File: src/rtl/lacf_pkg.sv
`default_nettype none

package lacf_pkg;

    localparam int unsigned NUM_SIDES = 4;

    localparam logic [1:0] SIDE_NORTH = 2'd0;
    localparam logic [1:0] SIDE_SOUTH = 2'd1;
    localparam logic [1:0] SIDE_WEST  = 2'd2;
    localparam logic [1:0] SIDE_EAST  = 2'd3;

    localparam logic [1:0] ARROW_ABSENT = 2'd0;
    localparam logic [1:0] ARROW_EMPTY  = 2'd1;
    localparam logic [1:0] ARROW_TOK0   = 2'd2;
    localparam logic [1:0] ARROW_TOK1   = 2'd3;

    localparam logic [3:0] CELL_AND       = 4'd0;
    localparam logic [3:0] CELL_OR        = 4'd1;
    localparam logic [3:0] CELL_XOR       = 4'd2;
    localparam logic [3:0] CELL_NAND      = 4'd3;
    localparam logic [3:0] CELL_SINK      = 4'd4;
    localparam logic [3:0] CELL_FILE      = 4'd5;
    localparam logic [3:0] CELL_WIRE      = 4'd6;
    localparam logic [3:0] CELL_CROSSOVER = 4'd7;
    localparam logic [3:0] CELL_COPY_N    = 4'd8;
    localparam logic [3:0] CELL_COPY_E    = 4'd11;
    localparam logic [3:0] CELL_DELETE_N  = 4'd12;
    localparam logic [3:0] CELL_DELETE_E  = 4'd15;

    localparam logic [1:0] FILE_NONE = 2'd0;
    localparam logic [1:0] FILE_BYTE = 2'd1;
    localparam logic [1:0] FILE_EOF  = 2'd2;

    localparam logic [7:0] CHAR_LF   = 8'd10;
    localparam logic [7:0] CHAR_CR   = 8'd13;
    localparam logic [7:0] CHAR_ZERO = 8'd48;

    localparam logic REG_SIDE_EN = 1'b0;

    typedef logic [NUM_SIDES-1:0][1:0] t_arrows;

    typedef struct packed {
        logic [3:0] cell_type;
        t_arrows    in_arrow;
        t_arrows    out_arrow;
        logic [7:0] file_byte;
        logic [1:0] file_status;
    } t_cell_item;

    typedef struct packed {
        logic    fired;
        t_arrows new_in;
        t_arrows new_out;
        logic    file_read;
    } t_cell_result;

endpackage

`default_nettype wire

File: src/rtl/lacf_cfg.sv
`default_nettype none

module lacf_cfg (
    input  wire logic        i_clk,
    input  wire logic        i_rst_n,
    input  wire logic        psel,
    input  wire logic        penable,
    input  wire logic        pwrite,
    input  wire logic [2:0]  paddr,
    input  wire logic [31:0] pwdata,
    output logic      [31:0] prdata,
    output logic             pready,
    output logic             o_side_en
);

    logic r_side_en;
    logic n_side_en;
    logic w_wr_en;

    assign pready  = 1'b1;
    assign w_wr_en = psel && penable && pwrite && (paddr[2] == lacf_pkg::REG_SIDE_EN);

    always_comb begin
        n_side_en = r_side_en;
        if (w_wr_en) begin
            n_side_en = pwdata[0];
        end
    end

    always_ff @(posedge i_clk) begin
        if (!i_rst_n) begin
            r_side_en <= 1'b0;
        end else begin
            r_side_en <= n_side_en;
        end
    end

    always_comb begin
        prdata = '0;
        if (paddr[2] == lacf_pkg::REG_SIDE_EN) begin
            prdata = {31'd0, r_side_en};
        end
    end

    assign o_side_en = r_side_en;

endmodule

`default_nettype wire

File: src/rtl/lacf_fire.sv
`default_nettype none

module lacf_fire (
    input  wire lacf_pkg::t_cell_item i_item,
    input  wire logic                 i_side_en,
    output lacf_pkg::t_cell_result    o_result
);

    typedef enum logic [1:0] {
        MODE_HOLD,
        MODE_DONE,
        MODE_NORMAL
    } t_mode;

    t_mode             mode;
    lacf_pkg::t_arrows ai;
    lacf_pkg::t_arrows ao;
    logic [3:0]        in_tok;
    logic [3:0]        in_val;
    logic [3:0]        in_empty;
    logic [3:0]        out_tok;
    logic [1:0]        dir;
    logic [3:0]        dir_mask;
    logic [3:0]        ctl_tok;
    logic              ctl_one;
    logic [1:0]        cdir;
    logic              ctl_val;
    logic              res;
    logic              fired;
    logic              fread;
    logic              keep_en;
    logic              wire_found;
    logic              wire_val;
    logic [7:0]        digit;

    always_comb begin
        for (int i = 0; i < 4; i++) begin
            in_tok[i]   = i_item.in_arrow[i][1];
            in_val[i]   = i_item.in_arrow[i][0];
            in_empty[i] = (i_item.in_arrow[i] == lacf_pkg::ARROW_EMPTY);
            out_tok[i]  = i_item.out_arrow[i][1];
        end
    end

    assign dir      = i_item.cell_type[1:0];
    assign dir_mask = 4'b0001 << dir;
    assign ctl_tok  = in_tok & ~dir_mask;
    assign ctl_one  = |(ctl_tok & in_val);
    assign digit    = i_item.file_byte - lacf_pkg::CHAR_ZERO;

    always_comb begin
        cdir       = 2'd0;
        ctl_val    = 1'b0;
        wire_found = 1'b0;
        wire_val   = 1'b0;
        for (int i = 0; i < 4; i++) begin
            if (ctl_tok[i]) begin
                cdir    = 2'(i);
                ctl_val = in_val[i];
            end
            if (in_tok[i]) begin
                wire_found = 1'b1;
                wire_val   = in_val[i];
            end
        end
    end

    always_comb begin
        ai      = i_item.in_arrow;
        ao      = i_item.out_arrow;
        mode    = MODE_NORMAL;
        res     = 1'b0;
        fired   = 1'b0;
        fread   = 1'b0;
        keep_en = 1'b0;
        unique case (i_item.cell_type) inside
            lacf_pkg::CELL_AND, lacf_pkg::CELL_NAND: begin
                res = &(~in_tok | in_val);
                if (i_item.cell_type == lacf_pkg::CELL_NAND) begin
                    res = ~res;
                end
                if (|in_empty) begin
                    mode = MODE_HOLD;
                end
            end
            lacf_pkg::CELL_OR: begin
                res = |(in_tok & in_val);
                if (|in_empty) begin
                    mode = MODE_HOLD;
                end
            end
            lacf_pkg::CELL_XOR: begin
                res = ^(in_tok & in_val);
                if (|in_empty) begin
                    mode = MODE_HOLD;
                end
            end
            lacf_pkg::CELL_SINK: begin
                res = 1'b0;
            end
            lacf_pkg::CELL_FILE: begin
                if (!i_side_en || !((i_item.file_status == lacf_pkg::FILE_BYTE) ||
                                    (i_item.file_status == lacf_pkg::FILE_EOF))) begin
                    mode = MODE_HOLD;
                end else begin
                    fread = 1'b1;
                    res   = digit[0];
                    if ((i_item.file_status == lacf_pkg::FILE_EOF) ||
                        (i_item.file_byte == lacf_pkg::CHAR_CR) ||
                        (i_item.file_byte == lacf_pkg::CHAR_LF)) begin
                        mode = MODE_HOLD;
                    end
                end
            end
            lacf_pkg::CELL_WIRE: begin
                res = wire_val;
                if (!wire_found) begin
                    mode = MODE_HOLD;
                end
            end
            lacf_pkg::CELL_CROSSOVER: begin
                mode = MODE_DONE;
                for (int i = 0; i < 4; i++) begin
                    if (in_tok[i] && (i_item.out_arrow[i ^ 1] == lacf_pkg::ARROW_EMPTY)) begin
                        ao[i ^ 1] = i_item.in_arrow[i];
                        ai[i]     = lacf_pkg::ARROW_EMPTY;
                        fired     = 1'b1;
                    end
                end
            end
            [lacf_pkg::CELL_COPY_N:lacf_pkg::CELL_COPY_E]: begin
                res     = in_val[dir];
                keep_en = ctl_one;
                if (!(in_tok[dir] && |ctl_tok)) begin
                    mode = MODE_HOLD;
                end
            end
            [lacf_pkg::CELL_DELETE_N:lacf_pkg::CELL_DELETE_E]: begin
                res = in_val[dir];
                if (!(in_tok[dir] && |ctl_tok)) begin
                    mode = MODE_HOLD;
                end else if (ctl_val) begin
                    ai[dir]  = lacf_pkg::ARROW_EMPTY;
                    ai[cdir] = lacf_pkg::ARROW_EMPTY;
                    fired    = 1'b1;
                    mode     = MODE_DONE;
                end
            end
            default: begin
                mode = MODE_HOLD;
            end
        endcase

        if ((mode == MODE_NORMAL) && |out_tok) begin
            mode = MODE_HOLD;
        end
        if (mode == MODE_NORMAL) begin
            for (int i = 0; i < 4; i++) begin
                if (i_item.out_arrow[i] != lacf_pkg::ARROW_ABSENT) begin
                    ao[i] = {1'b1, res};
                end
                if (in_tok[i] && !(keep_en && (2'(i) == dir))) begin
                    ai[i] = lacf_pkg::ARROW_EMPTY;
                end
            end
            fired = 1'b1;
        end
    end

    assign o_result.fired     = fired;
    assign o_result.new_in    = ai;
    assign o_result.new_out   = ao;
    assign o_result.file_read = fread;

endmodule

`default_nettype wire

File: src/rtl/logic_automaton_cell_fire_unit.sv
// An accepted input word is held in the input register, which feeds the firing logic;
// the result word is held in the output register until the consumer takes it.
// Throughput: one word per cycle while the consumer does not stall.
// Reset: synchronous, active low; clears both valid flags and the side-effects
// enable register. No clearing pass is needed.
`default_nettype none

module logic_automaton_cell_fire_unit (
    input  wire logic        i_clk,
    input  wire logic        i_rst_n,
    input  wire logic        psel,
    input  wire logic        penable,
    input  wire logic        pwrite,
    input  wire logic [2:0]  paddr,
    input  wire logic [31:0] pwdata,
    output logic      [31:0] prdata,
    output logic             pready,
    input  wire logic        i_in_valid,
    output logic             o_in_ready,
    input  wire logic [3:0]  i_cell_type,
    input  wire logic [1:0]  i_in_north,
    input  wire logic [1:0]  i_in_south,
    input  wire logic [1:0]  i_in_west,
    input  wire logic [1:0]  i_in_east,
    input  wire logic [1:0]  i_out_north,
    input  wire logic [1:0]  i_out_south,
    input  wire logic [1:0]  i_out_west,
    input  wire logic [1:0]  i_out_east,
    input  wire logic [7:0]  i_file_byte,
    input  wire logic [1:0]  i_file_status,
    output logic             o_out_valid,
    input  wire logic        i_out_ready,
    output logic             o_fired,
    output logic      [1:0]  o_new_in_north,
    output logic      [1:0]  o_new_in_south,
    output logic      [1:0]  o_new_in_west,
    output logic      [1:0]  o_new_in_east,
    output logic      [1:0]  o_new_out_north,
    output logic      [1:0]  o_new_out_south,
    output logic      [1:0]  o_new_out_west,
    output logic      [1:0]  o_new_out_east,
    output logic             o_file_read
);

    logic                   w_side_en;
    logic                   r_s1_valid;
    logic                   n_s1_valid;
    logic                   r_s2_valid;
    logic                   n_s2_valid;
    logic                   w_s2_load;
    logic                   w_s1_load;
    lacf_pkg::t_cell_item   r_item;
    lacf_pkg::t_cell_item   w_item;
    lacf_pkg::t_cell_result w_result;
    lacf_pkg::t_cell_result r_result;

    lacf_cfg u_cfg (
        .i_clk     (i_clk),
        .i_rst_n   (i_rst_n),
        .psel      (psel),
        .penable   (penable),
        .pwrite    (pwrite),
        .paddr     (paddr),
        .pwdata    (pwdata),
        .prdata    (prdata),
        .pready    (pready),
        .o_side_en (w_side_en)
    );

    lacf_fire u_fire (
        .i_item    (r_item),
        .i_side_en (w_side_en),
        .o_result  (w_result)
    );

    always_comb begin
        w_item.cell_type                      = i_cell_type;
        w_item.in_arrow[lacf_pkg::SIDE_NORTH]  = i_in_north;
        w_item.in_arrow[lacf_pkg::SIDE_SOUTH]  = i_in_south;
        w_item.in_arrow[lacf_pkg::SIDE_WEST]   = i_in_west;
        w_item.in_arrow[lacf_pkg::SIDE_EAST]   = i_in_east;
        w_item.out_arrow[lacf_pkg::SIDE_NORTH] = i_out_north;
        w_item.out_arrow[lacf_pkg::SIDE_SOUTH] = i_out_south;
        w_item.out_arrow[lacf_pkg::SIDE_WEST]  = i_out_west;
        w_item.out_arrow[lacf_pkg::SIDE_EAST]  = i_out_east;
        w_item.file_byte                      = i_file_byte;
        w_item.file_status                    = i_file_status;
    end

    assign w_s2_load  = r_s1_valid && (!r_s2_valid || i_out_ready);
    assign o_in_ready = !r_s1_valid || w_s2_load;
    assign w_s1_load  = i_in_valid && o_in_ready;

    always_comb begin
        n_s1_valid = r_s1_valid;
        if (o_in_ready) begin
            n_s1_valid = i_in_valid;
        end
        n_s2_valid = r_s2_valid;
        if (!r_s2_valid || i_out_ready) begin
            n_s2_valid = r_s1_valid;
        end
    end

    always_ff @(posedge i_clk) begin
        if (!i_rst_n) begin
            r_s1_valid <= 1'b0;
            r_s2_valid <= 1'b0;
        end else begin
            r_s1_valid <= n_s1_valid;
            r_s2_valid <= n_s2_valid;
        end
    end

    always_ff @(posedge i_clk) begin
        if (w_s1_load) begin
            r_item <= w_item;
        end
        if (w_s2_load) begin
            r_result <= w_result;
        end
    end

    assign o_out_valid     = r_s2_valid;
    assign o_fired         = r_result.fired;
    assign o_new_in_north  = r_result.new_in[lacf_pkg::SIDE_NORTH];
    assign o_new_in_south  = r_result.new_in[lacf_pkg::SIDE_SOUTH];
    assign o_new_in_west   = r_result.new_in[lacf_pkg::SIDE_WEST];
    assign o_new_in_east   = r_result.new_in[lacf_pkg::SIDE_EAST];
    assign o_new_out_north = r_result.new_out[lacf_pkg::SIDE_NORTH];
    assign o_new_out_south = r_result.new_out[lacf_pkg::SIDE_SOUTH];
    assign o_new_out_west  = r_result.new_out[lacf_pkg::SIDE_WEST];
    assign o_new_out_east  = r_result.new_out[lacf_pkg::SIDE_EAST];
    assign o_file_read     = r_result.file_read;

    a_accept_fills_s1: assert property (@(posedge i_clk) disable iff (!i_rst_n)
        (i_in_valid && o_in_ready) |=> r_s1_valid)
        else $error("accepted word did not reach the input register");

    a_out_from_s1: assert property (@(posedge i_clk) disable iff (!i_rst_n)
        $rose(o_out_valid) |-> $past(r_s1_valid))
        else $error("result word appeared without a word in the input register");

    a_read_needs_enable: assert property (@(posedge i_clk) disable iff (!i_rst_n)
        (o_out_valid && o_file_read) |-> w_side_en)
        else $error("file read reported while side effects are disabled");

endmodule

`default_nettype wire

File: config.mk
export PLATFORM = sky130hd
export DESIGN_NAME = logic_automaton_cell_fire_unit
export DESIGN_NICKNAME = d
export VERILOG_FILES = /design/src/rtl/lacf_pkg.sv /design/src/rtl/lacf_cfg.sv /design/src/rtl/lacf_fire.sv /design/src/rtl/logic_automaton_cell_fire_unit.sv
export SDC_FILE = /design/constraint.sdc
export NUM_CORES = 1
export LEC_CHECK = 0
export BUFFER_PORTS_ARGS = -buffer_cell sky130_fd_sc_hd__buf_2
export CAP_MARGIN = 20
export CORE_ASPECT_RATIO = 2
export CORE_MARGIN = 5
export CORE_UTILIZATION = 40
export CTS_CLUSTER_DIAMETER = 50
export DETAILED_ROUTE_END_ITERATION = 10
export HOLD_SLACK_MARGIN = 0.12
export PLACE_DENSITY = 0.7
export SLEW_MARGIN = 40
export SYNTH_ARGS = -nofsm -noshare
export SYNTH_HDL_FRONTEND = slang
export SYNTH_SLANG_ARGS = --single-unit
File: constraint.sdc
create_clock -name i_clk -period 3.4 [get_ports i_clk]
set_clock_uncertainty 0.1 [all_clocks]
set_input_delay 0.51 -clock i_clk [delete_from_list [all_inputs] [get_ports i_clk]]
set_output_delay 0.51 -clock i_clk [all_outputs]
set_load 0.02 [all_outputs]
; Word level (Yosys, flattened, before mapping)
; Cells that the tools add are included.
[totals]
in_bits = 72
register_bits = 51
wordCells = 192
out_inout_bits = 53
[op_classes]
shifts = 1
n_mux = 67
magnitude_cmp = 8
reduce_logical = 53
eq_ne = 24
n_bitwise = 14
add_sub_neg = 1
[op_table]
columns = op, count
row1 = 2-bit two-way mux, 28
row2 = 8-bit two-way mux, 5
row3 = 1-bit two-way mux, 26
row4 = 4-bit OR reduction, 6
row5 = 1-bit logical AND, 23
row6 = 4-bit AND, 5
row7 = "2-bit by 1-bit equality test with 1-bit output, second input constant", 9
row8 = "4-bit by 3-bit equality test with 1-bit output, second input constant", 4
row9 = "8-bit by 4-bit equality test with 1-bit output, second input constant", 2
row10 = 4-bit NOT, 4
row11 = 8-bit case mux with 2 select lines, 1
row12 = 2-bit case mux with 7 select lines, 1
row13 = 4-bit bitwise OR, 3
row14 = 2-bit demux with 2-bit select, 2
row15 = "4-bit by 2-bit equality test with 1-bit output, second input constant", 2
row16 = "4-bit greater-or-equal comparator, second input constant", 2
row17 = "4-bit less-or-equal comparator, second input constant", 2
row18 = 1-bit zero test, 8
row19 = 2-bit nonzero test, 4
row20 = "2-bit equality test, second input constant", 3
row21 = 1-bit logical OR, 6
row22 = "2-bit by 3-bit less-than comparator with 1-bit output, second input constant", 2
row23 = 1-bit case mux with 6 select lines, 1
row24 = 1-bit binary-select mux with 2-bit select, 2
row25 = other kinds (13), 17

; Longest topological paths before layout
[depth]
depth_word = 17
depth_mapped = 9
ltp_nobuf = 8

; By module
; From an unflattened synthesis, not the netlist that was laid out.
[unflattened]
hier_cells = 255
hier_area_um2 = 2912.8
[modules_own_cells]
columns = module, area_each_um2, cells_per_inst, instances, seq_area_each_um2
row1 = logic_automaton_cell_fire_unit, 1545.2, 57, 1, 1481.4
row2 = lacf_fire, 1052.3, 158, 1, 0.0
row3 = lacf_cfg, 315.3, 40, 1, 20.0

; Least setup slack after synthesis
; No wires, ideal clock.
[synth_timing]
kind = register to register
start = register r_item[21] in the netlist's numbering
end = register r_result (netlist bit o_new_out_east[0]), data pin
setup_ps = 278
path_stages_with_launch = 10
required_time_ps = 3022
period_less_slack_ps = 2331
setup_slack_ps = 1069
n_path_buf = 1
t_arrival_ps = 1953
path_cell_list = edfxtp_1 -> clkbuf_1 -> nand2_1 -> ha_1 -> xor2_1 -> o221ai_1 -> a21o_1 -> o21ai_0 -> a211oi_1 -> a31oi_1
[synth_rtl]
columns = item, line_no
row1 = "start, declared", logic_automaton_cell_fire_unit.sv:52  ; lacf_pkg::t_cell_item r_item;
row2 = "start signal, assigned", logic_automaton_cell_fire_unit.sv:117  ; r_item <= w_item;
row3 = "end signal, assigned", logic_automaton_cell_fire_unit.sv:120  ; r_result <= w_result;
row4 = "end, declared", logic_automaton_cell_fire_unit.sv:55  ; lacf_pkg::t_cell_result r_result;

==> results by group <==
CTS
  • CTS resizes: 0
  • H-tree depth: 2
  • Worst-path clk slew: 0.06 ns
  • Post-CTS Hold Buffers: 0
  • Clk buf depth: 2
  • Total CTS buffers: 5
  • # Post-CTS Setup Buffers: 0
  • CTS tree: yes
  • Clock Latency Late Sink: 0.29 ns
  • Sinks on Clock Net: 51
  • Clock root cell: clkbuf_16

Finish
  • Design Area, Final: 3250 um2
  • Nets: 384
  • Post-Layout Cell Count: 399
  • Area Growth Syn to Fin: 15.9%
  • Ant. Diodes: 0
  • Fill cells: 671
  • Fraction of layout cells with a size suffix above 1: 0.259

Setup path
  • Crit Path Max Fanout: 13
  • CP endpoint kind: flip-flop
  • Worst Path Class, Setup: reg -> reg
  • Worst Setup SP: r_item[27]$_DFFE_PP_
  • Worst R2R Setup Slack: 0.60 ns
  • Setup crit start kind: flip-flop
  • Arrival @ worst endpoint: 2.73 ns
  • CP top delay family: flip-flops
  • Ordered cell list for the critical path: mux4_1 -> o2111ai_1 -> and3b_1 -> or2_1 -> a311o_1
  • Critical Path RT: 3.33 ns
  • Critical Path Slowest Stage Cell: edfxtp_1
  • Slowest stage delay, CP: 0.67 ns
  • Buf/Inv on CP: 0
  • RR Startpoint: r_item[27]$_DFFE_PP_
  • Worst Reg-to-Reg Cells: 5
  • Worst R2R End: o_new_out_south[1]$_DFFE_PP_

Synthesis
  • Post-synthesis compound-gate area fraction: 0.174
  • Post-synth top flop: edfxtp_1
  • Post-synth top area share: 0.513
  • Seq cells post-synth: 51
  • Post-synthesis cell type count: 58
  • Mapped Avg Cell Area: 11.4 um2
  • Post-synth top area cell: edfxtp_1
  • Post-Synth Adder-Cell Area: 0.0169
  • Main combinational cell family by area after synthesis: compound AO/OA/AOI/OAI gates
  • Fraction of registers with async set/reset: 0
  • Area fraction in and, or, nand and nor cells after synthesis: 0.132
  • Synth Area in XOR/XNOR: 0.00312
  • Multiplexer share of the synthesized area: 0.0209
  • Sequential-to-total area share from yosys stat: 0.535
  • Number of flops mapped to enable cells by yosys: 48
  • Synth Instances: 246
  • Dominant cells by area after synthesis: edfxtp_1 (51%), buf_4 (8.6%), dfxtp_1 (2.1%)
  • Synth Cell Area: 2810 um2
  • Yosys warns: 0

Floorplan
  • Die width: 69.2 um
  • Die height: 128 um
  • Initial Util: 0.408
  • Io pins: 125
  • Core ar.: 6890 um2
  • Die area: 8900 um2
  • Rows: 43

Power
  • Final Total Pwr: 1490 uW
  • P_sw: 352 uW
  • Net Sw Frac: 0.236
  • Worst vdd ir: 0.347 mV
  • Comb pwr share: 0.131
  • Power Density: 459 nW/um2
  • Power share of the sequential group: 0.511
  • Clock power share: 0.358
  • Leakage: 0.00130 uW
  • Int Pwr: 1140 uW

GRT
  • Vias in the first global route: 2024
  • Initial antenna violation count: 0
  • Largest net degree at the start of global routing: 31
  • Total GRT Usage: 0.139
  • Total grt overflow: 0
  • First-pass GRT wire length: 9570 um

Placement
  • Port bufs: 59
  • HPWL Detailed: 4910 um
  • Post-DP Area: 3090 um2
  • Placed cell count: 392
  • Final Wtd Congestion: 0.887

Routing
  • Post-route DRC: 0
  • Residual antenna-violating net count after detailed routing: 0
  • Total wire length: 6220 um
  • Via density: 5.31
  • DR WL/cell: 15.6 um
  • Drt initial violations: 82
  • Vias: 2119
  • DR pass1 iterations: 4

Run
  • Max_cap viols: 0

STA
  • Max Clock Freq: 357 MHz
  • Worst-Margin Slew: 0.546 ns
  • Crit share post-route: 0.825
  • Max-slew headroom: 0.636
  • Hold Fails Final Rpt: 0
  • Final min period: 2.80 ns
  • Final Slew Violations: 0
  • Hold_ws: 0.294 ns
  • Final setup fails: 0
  • RSZ-0062 raised after global routing: no
  • Setup_tns: 0 ns

Min path
  • Worst hold start: i_file_byte[6]
  • Worst Hold End: r_item[8]$_DFFE_PP_
  • Hold Crit Class: in -> reg
  • Hold path depth: 1

Status
  • Status: finished clean
==> synth_stat cells, types with 4 or more instances <==
| cell | count |
|---|---|
| nand2_1 | 16 |
| inv_1 | 9 |
| nor2b_1 | 6 |
| nor2_1 | 12 |
| nand3_1 | 5 |
| o21ai_0 | 6 |
| a211oi_1 | 5 |
| a311o_1 | 4 |
| clkbuf_1 | 5 |
| nand2b_1 | 8 |
| edfxtp_1 | 48 |
| and3_1 | 4 |
| o31ai_1 | 6 |
| a21oi_1 | 10 |
| a31oi_1 | 5 |
| buf_4 | 32 |
| o211ai_1 | 4 |
==> stage by stage <==
| stage | setup slack (ns) | util |
|---|---|---|
| 2_1_floorplan | 1.07 | - |
| 5_1_grt | 0.486 | 0.472 |
| 3_3_place_gp | 0.630 | 0.449 |
| 4_1_cts | 0.602 | 0.472 |
| 6_report | 0.597 | 0.472 |
| 3_5_place_dp | 0.645 | 0.449 |
==> metal layers <==
metal  track usage  vias up  wire (um)
met4         0.107        0        399
li1              -     1000          -
met5             0        -          0
met3        0.0375       28        462
met1         0.121      984       1930
met2         0.261      107       3420
==> power groups by stage <==
| stage | Clock, uW | Sequential, uW | Combinational (uW) |
|---|---|---|---|
| detailed placement | 0 | 774 | 195 |
| CTS | 552 | 761 | 195 |
| floorplan | 0 | 773 | 158 |
| finish | 534 | 762 | 195 |
| global route | 580 | 765 | 214 |
| global placement | 0 | 774 | 194 |
==> cell type report <==
type | count | area (um2) | area share
sequential | 51 | 1500 | 0.462
multi-input combinational | 175 | 1090 | 0.337
timing repair buffer | 66 | 348 | 0.107
clock buffer | 6 | 129 | 0.0396
tap | 90 | 113 | 0.0346
inverter | 10 | 37.5 | 0.0115
clock inverter | 1 | 30.0 | 0.00923
==> worst max-delay path by stage <==
stage                                              end  slack [ns]  cells after the start
final                     o_new_out_south[1]$_DFFE_PP_        0.60                      5
after global routing      o_new_out_south[1]$_DFFE_PP_        0.49                      6
after CTS                 o_new_out_south[1]$_DFFE_PP_        0.60                      5
after detailed placement  o_new_out_south[1]$_DFFE_PP_        0.65                      5
after global placement     o_new_out_east[1]$_DFFE_PP_        0.63                      5
after floorplan            o_new_out_east[0]$_DFFE_PP_        1.07                      9
==> cell families (layout without fill, tap and decap cells) <==
group           count (synthesis)  in the layout
flops                          51             51
simple gates                   69             69
compound gates                 66             66
fa+ha+maj                       4              4
buf+inv                        50             83
other cells                     2             32
mux                             3              3
xor+xnor                        1              1
==> sequential cells by signal, summed over array words and instances, names as in the netlist <==
register / count
o_out_valid: 1
o_new_out_west: 2
o_file_read: 1
o_new_in_west: 2
o_new_in_east: 2
o_fired: 1
o_new_in_south: 2
u_cfg.o_side_en: 1
o_new_in_north: 2
r_item: 30
o_new_out_north: 2
o_new_out_east: 2
r_s1_valid: 1
o_new_out_south: 2
==> worst register-to-register path, cell delays in order, from the launching register on <==
cell       delay (ns)
edfxtp_1         0.67
mux4_1           0.62
o2111ai_1        0.16
and3b_1          0.23
or2_1            0.38
a311o_1          0.39
==> placed cells by master, fill, tap and decap left out, types with 6 or more instances in the layout <==
cell type / Yosys / routed
buf_2: 1 / 59
edfxtp_1: 48 / 48
conb_1: 2 / 32
nand2_1: 16 / 16
nor2_1: 12 / 12
a21oi_1: 10 / 10
inv_1: 9 / 9
nand2b_1: 8 / 8
buf_4: 32 / 7
o21ai_0: 6 / 6
o31ai_1: 6 / 6
nor2b_1: 6 / 6
Power figures use the tool's default switching activity.
